===== src/rtl/mavg_pkg.sv =====
// ----------------------------------------------------------------------------
// mavg_pkg
// Shared types and constants of the moving-average gain control block.
// ----------------------------------------------------------------------------
`default_nettype none

package mavg_pkg;

  // Width of one channel count, one window entry and the average.
  localparam int DATA_W = 16;
  // Width of the gain index.
  localparam int GAIN_W = 2;
  localparam logic [GAIN_W-1:0] GAIN_MAX = 2'd3;
  localparam logic [GAIN_W-1:0] GAIN_MIN = 2'd0;

  // Default number of entries in the averaging window.
  localparam int WINDOW_DEPTH_DEF = 8;

  // Register reset values.
  localparam logic [DATA_W-1:0] LOW_THR_RST  = 16'd1000;
  localparam logic [DATA_W-1:0] HIGH_THR_RST = 16'd8000;
  localparam logic [DATA_W-1:0] SAT_LIM_RST  = 16'd9500;

  // Configuration register indexes.
  localparam int CFG_IDX_W = 2;
  typedef enum logic [CFG_IDX_W-1:0] {
    CFG_LOW_THR  = 2'd0,
    CFG_HIGH_THR = 2'd1,
    CFG_SAT_LIM  = 2'd2
  } cfg_idx_e;

  // Sum of three channels and the reciprocal of three used for the mean.
  // floor(x/3) = (x * ceil(2^19/3)) >> 19 for every x below 2^18.
  localparam int SUM3_W   = DATA_W + 2;
  localparam int DIV3_SH  = 19;
  localparam logic [SUM3_W-1:0] DIV3_MUL = 18'd174763;

  // Result buffer.
  localparam int OUT_DEPTH = 8;
  localparam int OUT_PW    = 3;
  localparam int OUT_CW    = 4;

  typedef struct packed {
    logic [GAIN_W-1:0] gain_step;
    logic              gain_changed;
    logic [DATA_W-1:0] average_level;
  } result_t;

endpackage

`default_nettype wire


===== src/rtl/mavg_ram.sv =====
// ----------------------------------------------------------------------------
// mavg_ram
// Generic single-write, single-read RAM with a registered read port.
// ----------------------------------------------------------------------------
`default_nettype none

module mavg_ram #(
  parameter int WIDTH = 16,
  parameter int DEPTH = 8,
  parameter int AW    = (DEPTH > 1) ? $clog2(DEPTH) : 1
) (
  input  wire logic             clk_i,
  input  wire logic             we_i,
  input  wire logic [AW-1:0]    waddr_i,
  input  wire logic [WIDTH-1:0] wdata_i,
  input  wire logic             re_i,
  input  wire logic [AW-1:0]    raddr_i,
  output logic      [WIDTH-1:0] rdata_o
);

  logic [WIDTH-1:0] mem_q [DEPTH];

  // A read of the address being written returns the old contents.
  always_ff @(posedge clk_i) begin
    if (we_i) begin
      mem_q[waddr_i] <= wdata_i;
    end
    if (re_i) begin
      rdata_o <= mem_q[raddr_i];
    end
  end

endmodule

`default_nettype wire


===== src/rtl/moving_average_gain_control_top.sv =====
// ----------------------------------------------------------------------------
// moving_average_gain_control_top
// Moving-average automatic gain control over red, green and blue samples.
// ----------------------------------------------------------------------------
// A result word passes the pipeline stage registers and is written to the
// result buffer before it can be taken on the result channel.
// Throughput: one word per cycle; the input stalls only when eight words are
// outstanding, which is set by the depth of the result buffer.
// Reset: the window reads as all zeros at once (per-entry valid bits), the
// running total is zero, the gain is 3 and the registers take defaults.
// ----------------------------------------------------------------------------
`default_nettype none

module moving_average_gain_control_top #(
  parameter int WINDOW_DEPTH = mavg_pkg::WINDOW_DEPTH_DEF
) (
  input  wire logic                           clk_i,
  input  wire logic                           rst_ni,
  // Sample channel.
  input  wire logic                           in_valid_i,
  output logic                                in_ready_o,
  input  wire logic [mavg_pkg::DATA_W-1:0]    red_i,
  input  wire logic [mavg_pkg::DATA_W-1:0]    green_i,
  input  wire logic [mavg_pkg::DATA_W-1:0]    blue_i,
  // Result channel.
  output logic                                out_valid_o,
  input  wire logic                           out_ready_i,
  output logic      [mavg_pkg::GAIN_W-1:0]    gain_step_o,
  output logic                                gain_changed_o,
  output logic      [mavg_pkg::DATA_W-1:0]    average_level_o,
  // Configuration write channel.
  input  wire logic                           cfg_valid_i,
  output logic                                cfg_ready_o,
  input  wire logic [mavg_pkg::CFG_IDX_W-1:0] cfg_index_i,
  input  wire logic [mavg_pkg::DATA_W-1:0]    cfg_data_i
);

  import mavg_pkg::*;

  // Window addressing and running-total width. The total of WINDOW_DEPTH
  // entries of 16 bits always fits in DATA_W + ceil(log2(depth)) bits.
  localparam int SW  = (WINDOW_DEPTH > 1) ? $clog2(WINDOW_DEPTH) : 1;
  localparam int LG  = $clog2(WINDOW_DEPTH);
  localparam int TW  = DATA_W + LG;
  // The average is total / depth, done as a multiply by ceil(2^SH / depth)
  // and a shift. The rounding error stays below one part in depth, so the
  // truncated quotient is exact for every total below 2^TW.
  localparam int SH  = TW + LG;
  localparam longint unsigned DIVD_L =
      ((64'd1 << SH) + 64'(WINDOW_DEPTH) - 64'd1) / 64'(WINDOW_DEPTH);
  localparam int MW  = TW + 1;
  localparam int PW  = TW + MW;
  localparam logic [SW-1:0] LAST_SLOT = SW'(WINDOW_DEPTH - 1);

  // --------------------------------------------------------------------------
  // Configuration registers. Writes to an index past the list are dropped.
  // --------------------------------------------------------------------------
  logic [DATA_W-1:0] low_thr_q, high_thr_q, sat_lim_q;

  assign cfg_ready_o = 1'b1;

  always_ff @(posedge clk_i or negedge rst_ni) begin
    if (!rst_ni) begin
      low_thr_q  <= LOW_THR_RST;
      high_thr_q <= HIGH_THR_RST;
      sat_lim_q  <= SAT_LIM_RST;
    end else if (cfg_valid_i && cfg_ready_o) begin
      case (cfg_idx_e'(cfg_index_i))
        CFG_LOW_THR:  low_thr_q  <= cfg_data_i;
        CFG_HIGH_THR: high_thr_q <= cfg_data_i;
        CFG_SAT_LIM:  sat_lim_q  <= cfg_data_i;
        default:      ;
      endcase
    end
  end

  // --------------------------------------------------------------------------
  // Flow control. The pipeline itself never stalls; instead the number of
  // words taken but not yet delivered is held at or below the depth of the
  // result buffer, so every word in flight always has a buffer slot waiting.
  // --------------------------------------------------------------------------
  logic              in_acc, out_acc;
  logic [OUT_CW-1:0] outst_q;

  assign in_ready_o = (outst_q < OUT_CW'(OUT_DEPTH));
  assign in_acc     = in_valid_i && in_ready_o;
  assign out_acc    = out_valid_o && out_ready_i;

  always_ff @(posedge clk_i or negedge rst_ni) begin
    if (!rst_ni) begin
      outst_q <= '0;
    end else if (in_acc && !out_acc) begin
      outst_q <= outst_q + OUT_CW'(1);
    end else if (!in_acc && out_acc) begin
      outst_q <= outst_q - OUT_CW'(1);
    end
  end

  // --------------------------------------------------------------------------
  // Stage 0 (accept): the slot about to be overwritten is read from the
  // window RAM, the channel sum is formed and saturation is checked.
  // --------------------------------------------------------------------------
  logic [SW-1:0]           slot_q;
  logic [WINDOW_DEPTH-1:0] ent_vld_q;

  // Stage 1 registers.
  logic              v1_q;
  logic [SUM3_W-1:0] sum1_q;
  logic              sat1_q;
  logic [SW-1:0]     slot1_q;
  logic              ent_vld1_q;
  logic              byp1_q;
  logic [DATA_W-1:0] byp_data1_q;

  // Stage 1 combinational mean, which is also the word written to the RAM.
  logic [2*SUM3_W-1:0] prod3;
  logic [DATA_W-1:0]   mean1;
  logic [DATA_W-1:0]   rd_data;
  logic [DATA_W-1:0]   old1;
  logic                byp;

  assign prod3 = (2*SUM3_W)'(sum1_q) * (2*SUM3_W)'(DIV3_MUL);
  assign mean1 = prod3[DIV3_SH +: DATA_W];

  // Only a window of one entry lets the next word read the slot that stage 1
  // is writing in the same cycle; the new mean is forwarded around the RAM.
  assign byp = v1_q && (slot1_q == slot_q);

  always_ff @(posedge clk_i or negedge rst_ni) begin
    if (!rst_ni) begin
      slot_q    <= '0;
      ent_vld_q <= '0;
      v1_q      <= 1'b0;
    end else begin
      v1_q <= in_acc;
      if (in_acc) begin
        slot_q <= (slot_q == LAST_SLOT) ? '0 : slot_q + SW'(1);
      end
      if (v1_q) begin
        ent_vld_q[slot1_q] <= 1'b1;
      end
    end
  end

  always_ff @(posedge clk_i) begin
    if (in_acc) begin
      sum1_q      <= SUM3_W'(red_i) + SUM3_W'(green_i) + SUM3_W'(blue_i);
      sat1_q      <= (red_i > sat_lim_q) || (green_i > sat_lim_q) ||
                     (blue_i > sat_lim_q);
      slot1_q     <= slot_q;
      ent_vld1_q  <= ent_vld_q[slot_q];
      byp1_q      <= byp;
      byp_data1_q <= mean1;
    end
  end

  mavg_ram #(
    .WIDTH (DATA_W),
    .DEPTH (WINDOW_DEPTH),
    .AW    (SW)
  ) u_window (
    .clk_i   (clk_i),
    .we_i    (v1_q),
    .waddr_i (slot1_q),
    .wdata_i (mean1),
    .re_i    (in_acc),
    .raddr_i (slot_q),
    .rdata_o (rd_data)
  );

  // An entry never written since reset counts as zero.
  always_comb begin
    if (byp1_q) begin
      old1 = byp_data1_q;
    end else if (ent_vld1_q) begin
      old1 = rd_data;
    end else begin
      old1 = '0;
    end
  end

  // --------------------------------------------------------------------------
  // Stage 2: the running total drops the old entry and adds the new mean.
  // --------------------------------------------------------------------------
  logic              v2_q;
  logic [DATA_W-1:0] mean2_q, old2_q;
  logic              sat2_q;
  logic [TW-1:0]     total_q, total_d;

  assign total_d = total_q - TW'(old2_q) + TW'(mean2_q);

  always_ff @(posedge clk_i or negedge rst_ni) begin
    if (!rst_ni) begin
      v2_q    <= 1'b0;
      total_q <= '0;
    end else begin
      v2_q <= v1_q;
      if (v2_q) begin
        total_q <= total_d;
      end
    end
  end

  always_ff @(posedge clk_i) begin
    if (v1_q) begin
      mean2_q <= mean1;
      old2_q  <= old1;
      sat2_q  <= sat1_q;
    end
  end

  // --------------------------------------------------------------------------
  // Stage 3: the average is the updated total divided by the window depth.
  // --------------------------------------------------------------------------
  logic          v3_q;
  logic          sat3_q;
  logic [PW-1:0] prodd;

  assign prodd = PW'(total_q) * PW'(MW'(DIVD_L));

  always_ff @(posedge clk_i or negedge rst_ni) begin
    if (!rst_ni) begin
      v3_q <= 1'b0;
    end else begin
      v3_q <= v2_q;
    end
  end

  always_ff @(posedge clk_i) begin
    if (v2_q) begin
      sat3_q <= sat2_q;
    end
  end

  // --------------------------------------------------------------------------
  // Stage 4: gain decision. A raise has priority over a decrease, and neither
  // happens at the end of the gain range.
  // --------------------------------------------------------------------------
  logic              v4_q;
  logic              sat4_q;
  logic [DATA_W-1:0] avg4_q;
  logic [GAIN_W-1:0] gain_q, gain_d;
  logic              raise, lower;
  result_t           res4;

  assign raise = (avg4_q < low_thr_q) && (gain_q != GAIN_MAX);
  assign lower = !raise && ((avg4_q > high_thr_q) || sat4_q) && (gain_q != GAIN_MIN);

  always_comb begin
    gain_d = gain_q;
    if (raise) begin
      gain_d = gain_q + GAIN_W'(1);
    end else if (lower) begin
      gain_d = gain_q - GAIN_W'(1);
    end
    res4.gain_step     = gain_d;
    res4.gain_changed  = raise || lower;
    res4.average_level = avg4_q;
  end

  always_ff @(posedge clk_i or negedge rst_ni) begin
    if (!rst_ni) begin
      v4_q   <= 1'b0;
      gain_q <= GAIN_MAX;
    end else begin
      v4_q <= v3_q;
      if (v4_q) begin
        gain_q <= gain_d;
      end
    end
  end

  always_ff @(posedge clk_i) begin
    if (v3_q) begin
      avg4_q <= prodd[SH +: DATA_W];
      sat4_q <= sat3_q;
    end
  end

  // --------------------------------------------------------------------------
  // Result buffer. The outstanding-word limit guarantees it never overflows.
  // --------------------------------------------------------------------------
  result_t           res_q [OUT_DEPTH];
  logic [OUT_PW-1:0] wr_ptr_q, rd_ptr_q;
  logic [OUT_CW-1:0] fill_q;
  result_t           res_out;

  always_ff @(posedge clk_i or negedge rst_ni) begin
    if (!rst_ni) begin
      wr_ptr_q <= '0;
      rd_ptr_q <= '0;
      fill_q   <= '0;
    end else begin
      if (v4_q) begin
        wr_ptr_q <= wr_ptr_q + OUT_PW'(1);
      end
      if (out_acc) begin
        rd_ptr_q <= rd_ptr_q + OUT_PW'(1);
      end
      if (v4_q && !out_acc) begin
        fill_q <= fill_q + OUT_CW'(1);
      end else if (!v4_q && out_acc) begin
        fill_q <= fill_q - OUT_CW'(1);
      end
    end
  end

  always_ff @(posedge clk_i) begin
    if (v4_q) begin
      res_q[wr_ptr_q] <= res4;
    end
  end

  assign res_out         = res_q[rd_ptr_q];
  assign out_valid_o     = (fill_q != '0);
  assign gain_step_o     = res_out.gain_step;
  assign gain_changed_o  = res_out.gain_changed;
  assign average_level_o = res_out.average_level;

  // --------------------------------------------------------------------------
  // Assertions.
  // --------------------------------------------------------------------------
  // Words taken but not delivered never exceed the buffer depth.
  a_outst_bound: assert property (@(posedge clk_i) disable iff (!rst_ni)
    outst_q <= OUT_CW'(OUT_DEPTH))
    else $error("outstanding word count exceeds result buffer depth");

  // Buffered results are a subset of the outstanding words.
  a_fill_bound: assert property (@(posedge clk_i) disable iff (!rst_ni)
    fill_q <= outst_q)
    else $error("result buffer holds more words than are outstanding");

  // The gain only moves when the decision stage reports a change.
  a_gain_hold: assert property (@(posedge clk_i) disable iff (!rst_ni)
    !(v4_q && res4.gain_changed) |=> $stable(gain_q))
    else $error("gain moved without a reported change");

  // A reported change really moves the gain.
  a_gain_move: assert property (@(posedge clk_i) disable iff (!rst_ni)
    (v4_q && res4.gain_changed) |=> (gain_q != $past(gain_q)))
    else $error("reported gain change did not move the gain");

endmodule

`default_nettype wire

===== config.mk =====
export PLATFORM = sky130hd
export DESIGN_NAME = moving_average_gain_control_top
export DESIGN_NICKNAME = d
export VERILOG_FILES = /design/src/rtl/mavg_pkg.sv /design/src/rtl/mavg_ram.sv /design/src/rtl/moving_average_gain_control_top.sv
export SDC_FILE = /design/constraint.sdc
export NUM_CORES = 1
export LEC_CHECK = 0
export ABC_AREA = 1
export BUFFER_PORTS_ARGS = -buffer_cell sky130_fd_sc_hd__buf_2
export CAP_MARGIN = 20
export CORE_ASPECT_RATIO = 2
export CORE_UTILIZATION = 50
export CTS_BUF_LIST = sky130_fd_sc_hd__clkbuf_16
export CTS_CLUSTER_DIAMETER = 150
export CTS_CLUSTER_SIZE = 30
export DETAILED_ROUTE_END_ITERATION = 16
export PLACE_DENSITY = 0.66
export SLEW_MARGIN = 20
export SYNTH_ARGS = -nofsm -noshare
export SYNTH_HDL_FRONTEND = slang
export SYNTH_HIERARCHICAL = 1
export SYNTH_SLANG_ARGS = --single-unit

===== constraint.sdc =====
create_clock -name clk_i -period 9.46 [get_ports clk_i]
set_input_delay 0.473 -clock clk_i [delete_from_list [all_inputs] [get_ports clk_i]]
set_output_delay 0.473 -clock clk_i [all_outputs]
set_load 0.02 [all_outputs]

# --- Yosys cells after proc, flatten, opt, wreduce, memory -nomap -nowiden ---
# Memory sizes are Yosys's and may differ from the RTL's. A register that Yosys moved wholly into a read port is not among the register bits.
# Cells that the tools add are included.
word_totals:
  ff_bits: 189
  latchBits: 0
  ramBits: 280
  mem_bits_ro: 0
  inputBits: 71
  out_inout_bits: 22
  wordCells: 102
  n_memories: 2
classes:
  n_addsub: 13
  n_mul: 1
  n_div: 0
  order_cmp: 9
  n_eq_ne: 5
  shifts: 0
  muxes: 17
  bitwise: 1
  n_reduce_logical: 27
mem_list:
  columns: ["memory", "words", "width", "read_ports", "rd_ports_with_merged_regs", "wr", "line", "rtl"]
  rows:
  - ["res_q", 8, 19, 1, 0, 1, "moving_average_gain_control_top.sv:283", "result_t res_q [OUT_DEPTH];"]
  - ["u_window.mem_q", 8, 16, 1, 1, 1, "mavg_ram.sv:21", "logic [WIDTH-1:0] mem_q [DEPTH];"]
ops:
  columns: ["operator", "count"]
  rows:
  - ["> comparator 16 bit", 4]
  - ["multiplier 18 x 18 -> 35 bit, second input constant", 1]
  - ["2-to-1 mux 16 bit", 2]
  - ["adder 19 x 16 -> 19 bit", 1]
  - ["subtractor 19 x 16 -> 19 bit", 1]
  - ["adder 17 x 16 -> 18 bit", 1]
  - ["adder 16 x 16 -> 17 bit", 1]
  - ["less-than comparator 16 bit", 1]
  - ["2-to-1 mux 4 bit", 4]
  - ["logical AND 1 bit", 11]
  - ["adder 3 x 1 -> 3 bit, second input constant", 3]
  - ["adder 4 x 1 -> 4 bit, second input constant", 2]
  - ["less-than comparator 3 x 4 -> 1 bit, second input constant", 2]
  - ["OR 8 bit", 1]
  - ["subtractor 4 x 1 -> 4 bit, second input constant", 2]
  - ["2-to-1 mux 1 bit", 6]
  - ["AND reduction 2 bit", 3]
  - ["nonzero test 2 bit", 3]
  - ["zero test 1 bit", 4]
  - ["logical OR 1 bit", 4]
  - ["less-than comparator 4 bit, second input constant", 1]
  - ["2-to-1 mux 2 bit", 2]
  - ["nonzero test 4 bit", 1]
  - ["binary-select mux 1 bit (select 3 bit)", 1]
  - ["other kinds (11)", 11]

# --- Depth between registers and ports, before layout ---
# Gate-level depths: netlist of the first run.
logic_depth:
  depth_word: 7
  ltp_mapped: 23
  depth_no_buf: 23

# --- By module ---
# Netlist of the first run, hierarchy kept.
by_module_without_submodules:
  columns: ["mod", "n_inst", "cells_per_inst", "area_each_um2", "seq_area_each_um2"]
  rows:
  - ["moving_average_gain_control_top", 1, 2371, 23431.2, 9774.4]
  - ["mavg_ram", 1, 587, 6149.6, 4324.1]

# --- Least setup slack after synthesis of the first run ---
# Ideal clock, no wire load.
synth_path:
  path_type: "register -> register"
  start: "register sum1_q[2]"
  end: "register byp_data1_q[15], data pin"
  setup_time_ns: 0.244
  arrival_ns: 4.934
  t_required_ns: 9.216
  slack_ns: 4.281
  stages_incl_launch_ff: 20
  n_path_buf: 0
  period_less_slack_ns: 5.179
  path_cell_list: "edfxtp_1 ha_1 fa_1 inv_1 fa_1 inv_1 fa_1 fa_1 inv_1 fa_1 inv_1 ha_1 nand2_1 nand2_1 nand3_1 nand2_1 a21oi_1 nand3_2 a31oi_1 xor2_1"
synth_between:
  elab_chain_len: 1
synth_lines:
  columns: ["item", "line", "rtl"]
  rows:
  - ["from (decl)", "moving_average_gain_control_top.sv:108", "logic [SUM3_W-1:0] sum1_q;"]
  - ["from (signal assigned)", "moving_average_gain_control_top.sv:147", "sum1_q <= SUM3_W'(red_i) + SUM3_W'(green_i) + SUM3_W'(blue_i);"]
  - ["multiplier 18 x 18 -> 35 bit", "moving_average_gain_control_top.sv:122", "assign prod3 = (2*SUM3_W)'(sum1_q) * (2*SUM3_W)'(DIV3_MUL);"]
  - ["via prod3[34]", "moving_average_gain_control_top.sv:116", "logic [2*SUM3_W-1:0] prod3;"]
  - ["to (signal assigned)", "moving_average_gain_control_top.sv:153", "byp_data1_q <= mean1;"]
  - ["to (decl)", "moving_average_gain_control_top.sv:113", "logic [DATA_W-1:0] byp_data1_q;"]
# The timed path passes the listed nets, and every way through them passes these cells.
# A chain may end at the register's enable or synchronous reset.

# --- Final worst setup path of the first run ---
layout_path:
  start: "register sum1_q[5]"
  end: "memory u_window.mem_q[4][6], data pin"
layout_between:
  elab_chain_len: 1
layout_lines:
  columns: ["item", "line"]
  rows:
  - ["multiplier 18 x 18 -> 35 bit", "moving_average_gain_control_top.sv:122"]
  - ["via prod3[25]", "moving_average_gain_control_top.sv:116"]
  - ["to (decl)", "mavg_ram.sv:21"]
# The timed path passes the listed nets, and every way through them passes these cells.

==> metrics, run 1 <==
Critical Path AT slightly above 6 ns; fin crit period 5.95 ns; H-tree depth 1; Die W between 150 and 200 um; Setup Buffers After CTS 0; Final #Nets 3526; Port-buffer cells approximately 90; DR top layer met4; initial antenna violation count 3; DRT Pass-1 Iters 5; vias in the first global route 21.8k; GRT Resource Usage Total between 20% and 30%; CTS Buf Count 20; status finished clean; fmax 0.168 GHz; most frequent cells in the layout inv_1, nand2_1, edfxtp_1, ha_1, nor2_1; DR WL/cell 19.7 um; Worst EP required between 9 and 10 ns; Slew Limit Fails 0; dpl cell area 0.0309 sq mm; commonest register cell after synthesis edfxtp_1; Residual DRC 0; Synth Area in Compound Gates under 10%; share of cells above drive strength 1 around 6.5%; final setup vio count 0; die height roughly 350 um; clock sink total around 490; Final TNS setup 0 ns; Synth Area per Inst 10.0 sq um; first-pass GRT wire length around 120 mm; asr flop ratio synth 20.2%; clk_lat worst skew 0.58 ns; crit path kind flip-flop to flip-flop; WL met2 42.2 mm; final instance area 0.0315 sq mm; Post-Synth XOR/XNOR Area 1.48%; largest net degree at the start of global routing roughly 80; die area between 0.06 and 0.07 sq mm; initial core utilization 50.7%; syn_nets 3451; Fill cells 5227; I/O pin count 93; Hold Fails Final Rpt 0; DRT iter0 DRCs 1175; Worst-Margin Slew 0.986 ns; Core ar. 0.0583 sq mm; number of flops mapped to enable cells by yosys 387; max-cap violations 0; Cells after Synth 2958; Avg Vias per Cell 5.39; Yosys reg bits 485; Cell Rows 125; RSZ-0062 raised after global routing no; met3 wire len 2.49 mm; post-synthesis adder-cell area fraction 21.5%; HPWL Detailed about 60 mm; area of the mapped netlist 0.0296 sq mm; Root Buffer clkbuf_16; met1 wire length 25.1 mm; CP endpoint kind flip-flop; multiplexer share of the synthesized area 0%; GPL Wtd Cong ~0.96; final worst setup slack 3.51 ns; worst slack, placed 3.49 ns; CP Launch Type flip-flop; Hold WC Path Type input pin to flip-flop; worst-path fanout max 10; routed wire length 75.2 mm; Area growth, synth to finish 6.47%; Final Cycle Share 62.9%; Clock Path Buffers 3; CTS clk-pin slew, worst paths 0.13 ns; post-synthesis sequential area ratio 47.7%; Antenna Nets Post-Route 0; main combinational cell family by area after synthesis adder cells; synth unique cells 56; Synth Area in Simple Gates about an eighth; max_slew headroom about a third; synth warn 6; commonest non-fill, non-tap cell in the layout inv_1; CTS tree built; Remaining Overflow, GRT 0; Final Skew 0.0528 ns; DR vias 20.5k
-- cell usage after synthesis (7+ instances only) --
cell type  instances  area, sq um
o22ai_1           22          138
nand2_1          520         1950
o21ai_2            9         78.8
edfxtp_1         387        11600
o21bai_1           8         60.1
nand4_1           18          113
a31oi_1           32          200
o21ai_0          178          891
nor2_1           228          856
a21oi_1           94          470
ha_1             280         3500
inv_1            605         2270
dfstp_2           20          526
xor2_1            27          236
fa_1             142         2840
nor3_1            10         50.1
xnor2_1           23          201
a21o_1            11         82.6
nand3_1          130          651
o21ai_1            7         35.0
buf_6              7         78.8
dfrtp_1           78         1950
clkbuf_1          34          128
buf_2             24          120
-- state kept, by name (all words and copies together), names as in the netlist, 2 cells and up --
| register | count |
|---|---|
| res_q | 152 |
| u_window/mem_q | 128 |
| total_q | 19 |
| sum1_q | 18 |
| avg4_q | 16 |
| byp_data1_q | 16 |
| high_thr_q | 16 |
| low_thr_q | 16 |
| mean2_q | 16 |
| old2_q | 16 |
| sat_lim_q | 16 |
| u_window/rdata_o | 16 |
| ent_vld_q | 8 |
| fill_q | 4 |
| outst_q | 4 |
| rd_ptr_q | 3 |
| slot1_q | 3 |
| slot_q | 3 |
| wr_ptr_q | 3 |
| gain_q | 2 |
-- critical path, stage by stage, from the launching register on --
cell and delay, ns:
edfxtp_1 0.54, ha_1 0.40, fa_1 0.51, inv_1 0.05, fa_1 0.50, fa_1 0.54, inv_1 0.05, fa_1 0.62
inv_1 0.09, fa_1 0.54, inv_1 0.05, ha_1 0.36, nand2_1 0.14, nor2_1 0.13, inv_1 0.09, nor2_2 0.10
nand4_1 0.10, nand3_1 0.15, xor2_1 0.61
-- per-layer routing --
metal  up-vias  global-route usage (%)
met2       535                    51.3
met5         -                       0
met3       211                    1.93
met1     10047                    24.5
li1       9737                       -
met4         0                    16.5
-- timing repair --
action                    4_1_cts  5_1_grt
hold buffers                    1        0
hold endpoints to repair       33        0
gates resized for setup         0        0
-- kinds of logic after synthesis --
kind of cell	Yosys count
and+or+nand+nor	930
xor gates and xnor gates	50
AOI/OAI and AO/OA	393
buffers and inverters	677
DFF	485
other	1
adders and majority gates	422
-- layout make-up --
type | count | area, sq um | share of cell area, %
diodes | 3 | 7.51 | 0.0238
flip-flops and latches | 485 | 14100 | 44.8
multi-input cells | 1796 | 12800 | 40.8
repair buffers | 123 | 708 | 2.25
clock inverters | 16 | 98.8 | 0.314
clock buffers | 20 | 500 | 1.59
well taps | 762 | 953 | 3.03
inverters | 607 | 2280 | 7.24
-- through the flow --
| stage | util, % | instances | hold slack [ns] |
|---|---|---|---|
| 3_3_place_gp | 52.9 | 3770 | 0.406 |
| 6_report | 54.0 | 3812 | 0.168 |
| 4_1_cts | 54.0 | 3808 | 0.147 |
| 5_1_grt | 54.0 | 3812 | 0.172 |
| 3_5_place_dp | 52.9 | 3771 | 0.411 |
| 2_1_floorplan | - | 2958 | 0.177 |
-- worst paths after layout --
check                      depth (start not counted)          start  slack (ns)                   end
setup / recovery                                  18      sum1_q[5]        3.51  u_window/mem_q[4][6]
hold / removal                                     3  cfg_data_i[3]        0.17          sat_lim_q[3]
setup reg to reg                                  18      sum1_q[5]        3.51  u_window/mem_q[4][6]
hold reg to reg                                    0         sat3_q        0.44                sat4_q
max in group asynchronous                          3         rst_ni        7.78         sat_lim_q[14]
min in group asynchronous                          2         rst_ni        0.38           rd_ptr_q[0]
Power of run 1 is left out: the tool's default activity adds up to more than one toggle a clock period on the data nets, which glitch-free logic cannot reach.
==> run 2: changes to the inputs <==
Clock period 9.46 ns to 6.2 ns, I/O delays scaled along.
==> run 2 against run 1 <==
Via count fell by 0.73%. Die area did not move. Worst hold slack got worse by 0.13 ns. Global-route usage fell by 0.10 points. Critical path depth did not move. Sequential cell count did not move. First-iteration DRC count fell by 4.9%. Register-to-register slack got worse by 3.2 ns.
==> metrics, run 2 (synthesis results as in run 1) <==
Die W about 170 um; fmax 0.169 GHz; r2r endpoint u_window/mem_q[2][4]; initial core utilization 50.7%; RSZ-0062 raised after global routing no; Final TNS setup 0 ns; Area growth, synth to finish 6.80%; Slew Limit Fails 0; CTS Buf Count 20; Hold Startpoint cfg_data_i[10]; CP endpoint kind flip-flop; GPL Wtd Cong 0.957; crit path buf inv count 4; max_slew headroom about a third; die height 346 um; Core ar. 0.0583 sq mm; Critical Path AT between 6 and 7 ns; Root Buffer clkbuf_16; vias in the first global route 21.6k; CTS clk-pin slew, worst paths 0.13 ns; Final Cycle Share 95.2%; I/O pin count 93; die area 0.0602 sq mm; largest net degree at the start of global routing 79; DRT Pass-1 Iters 5; Remaining Overflow, GRT 0; Final #Nets 3536; GRT Resource Usage Total between 20% and 30%; status finished clean; H-tree depth 1; fin crit period 5.90 ns; R2R Path Start sum1_q[1]; end of the worst hold path high_thr_q[10]; Clock Path Buffers 3; crit path kind flip-flop to flip-flop; clk_lat worst skew 0.58 ns; DR WL/cell 19.6 um; top cell family by delay on the critical path adder cells; CTS tree built; Worst EP required roughly 6.5 ns; final setup vio count 0; DR vias ~20k; Regs by FF count res_q: 152 flops, u_window/mem_q: 128 flops, total_q: 19 flops; Hold WC Path Type input pin to flip-flop; Hold Fails Final Rpt 0; clock sink total 485; CP Launch Type flip-flop; initial antenna violation count 3; HPWL Detailed 58.0 mm; Worst Hold Path Cells 3; Avg Vias per Cell between 5 and 6; Port-buffer cells 91; Residual DRC 0; Worst path slowest cell xnor2_1; Final Skew 0.0532 ns; Fill cells 5164; routed wire length 75.0 mm; first-pass GRT wire length 117 mm; R2R depth 18; critical-path cell list ha_1 > xor2_1 > ha_1 > inv_1 > fa_1 > inv_1 > fa_1 > fa_1 > inv_1 > fa_1 > inv_1 > ha_1 > nand2_1 > nor2_1 > nand4_1 > nand2_1 > a21oi_1 > xnor2_1; Top reg by flops res_q; Worst-Margin Slew 1.01 ns; worst-path fanout max 10; Cell Rows 125; max FFs per register 152; CP max stage delay 0.66 ns; most frequent cells in the layout inv_1, nand2_1, edfxtp_1, ha_1, nor2_1; DRT iter0 DRCs 1118; max-cap violations 0; final core utilization 54.2%; commonest non-fill, non-tap cell in the layout inv_1; internal reg-to-reg setup slack slightly below 0.3 ns; Antenna Nets Post-Route 0; share of cells above drive strength 1 6.84%
[run 2: cell count changes in the layout (fill, tap and decap cells not counted), sizes merged]
cell	delta
dlygate4sd3	+3
buf	+7
[run 2: how the worst max path moves through the flow]
stage                         start              endpoint  slack [ns]  depth (start not counted)
after detailed placement  sum1_q[2]  u_window/mem_q[3][6]        0.27                         18
after floorplan           sum1_q[2]       byp_data1_q[15]        1.02                         19
after global placement    sum1_q[7]  u_window/mem_q[1][9]        0.41                         19
after global routing      sum1_q[1]  u_window/mem_q[3][0]        0.02                         18
after CTS                 sum1_q[1]  u_window/mem_q[5][5]        0.19                         20
final                     sum1_q[1]  u_window/mem_q[2][4]        0.30                         18
[run 2: repair_timing]
item / 4_1_cts / 5_1_grt
hold endpoints to repair: 39 / 0
setup buffers: 0 / 0
setup endpoints to repair: 0 / 20
gates resized for setup: 0 / 2
hold buffers: 4 / 0
[run 2: layout make-up]
cell class                 instances  area [sq um]  share of cell area, %
tap                              762           953                   3.02
timing repair buffer             133           787                   2.49
clock buffer                      20           500                   1.58
antenna                            3          7.51                 0.0238
sequential                       485         14100                   44.6
clock inverter                    16          98.8                  0.313
multi-input combinational       1796         12900                   40.7
inverter                         607          2280                   7.22
[run 2: worst reg2reg max path, stage by stage (launching register included)]
cell	delay, ns
edfxtp_1	0.54
ha_1	0.42
xor2_1	0.21
ha_1	0.31
inv_1	0.05
fa_1	0.54
inv_1	0.06
fa_1	0.52
fa_1	0.55
inv_1	0.06
fa_1	0.54
inv_1	0.06
ha_1	0.34
nand2_1	0.13
nor2_1	0.22
nand4_1	0.14
nand2_1	0.15
a21oi_1	0.10
xnor2_1	0.66
[run 2: routing by layer]
layer	vias to the layer above	share of wire (%)	global-route usage, %
met4	0	6.4	15.1
met3	209	3.2	2.09
met2	498	57	51.0
li1	9757	-	-
met1	9917	34	24.9
met5	-	0	0
[run 2: stage by stage]
step / hold slack [ns] / cells / area, sq um / setup WS, ns
2_1_floorplan: 0.0144 / 2958 / 29600 / 1.02
5_1_grt: 0.0117 / 3822 / 31600 / 0.0203
3_5_place_dp: 0.332 / 3779 / 30900 / 0.275
6_report: 0.0336 / 3822 / 31600 / 0.296
3_3_place_gp: 0.329 / 3778 / 30900 / 0.412
4_1_cts: 0.0117 / 3819 / 31600 / 0.188
Power of run 2 is left out for the same reason.
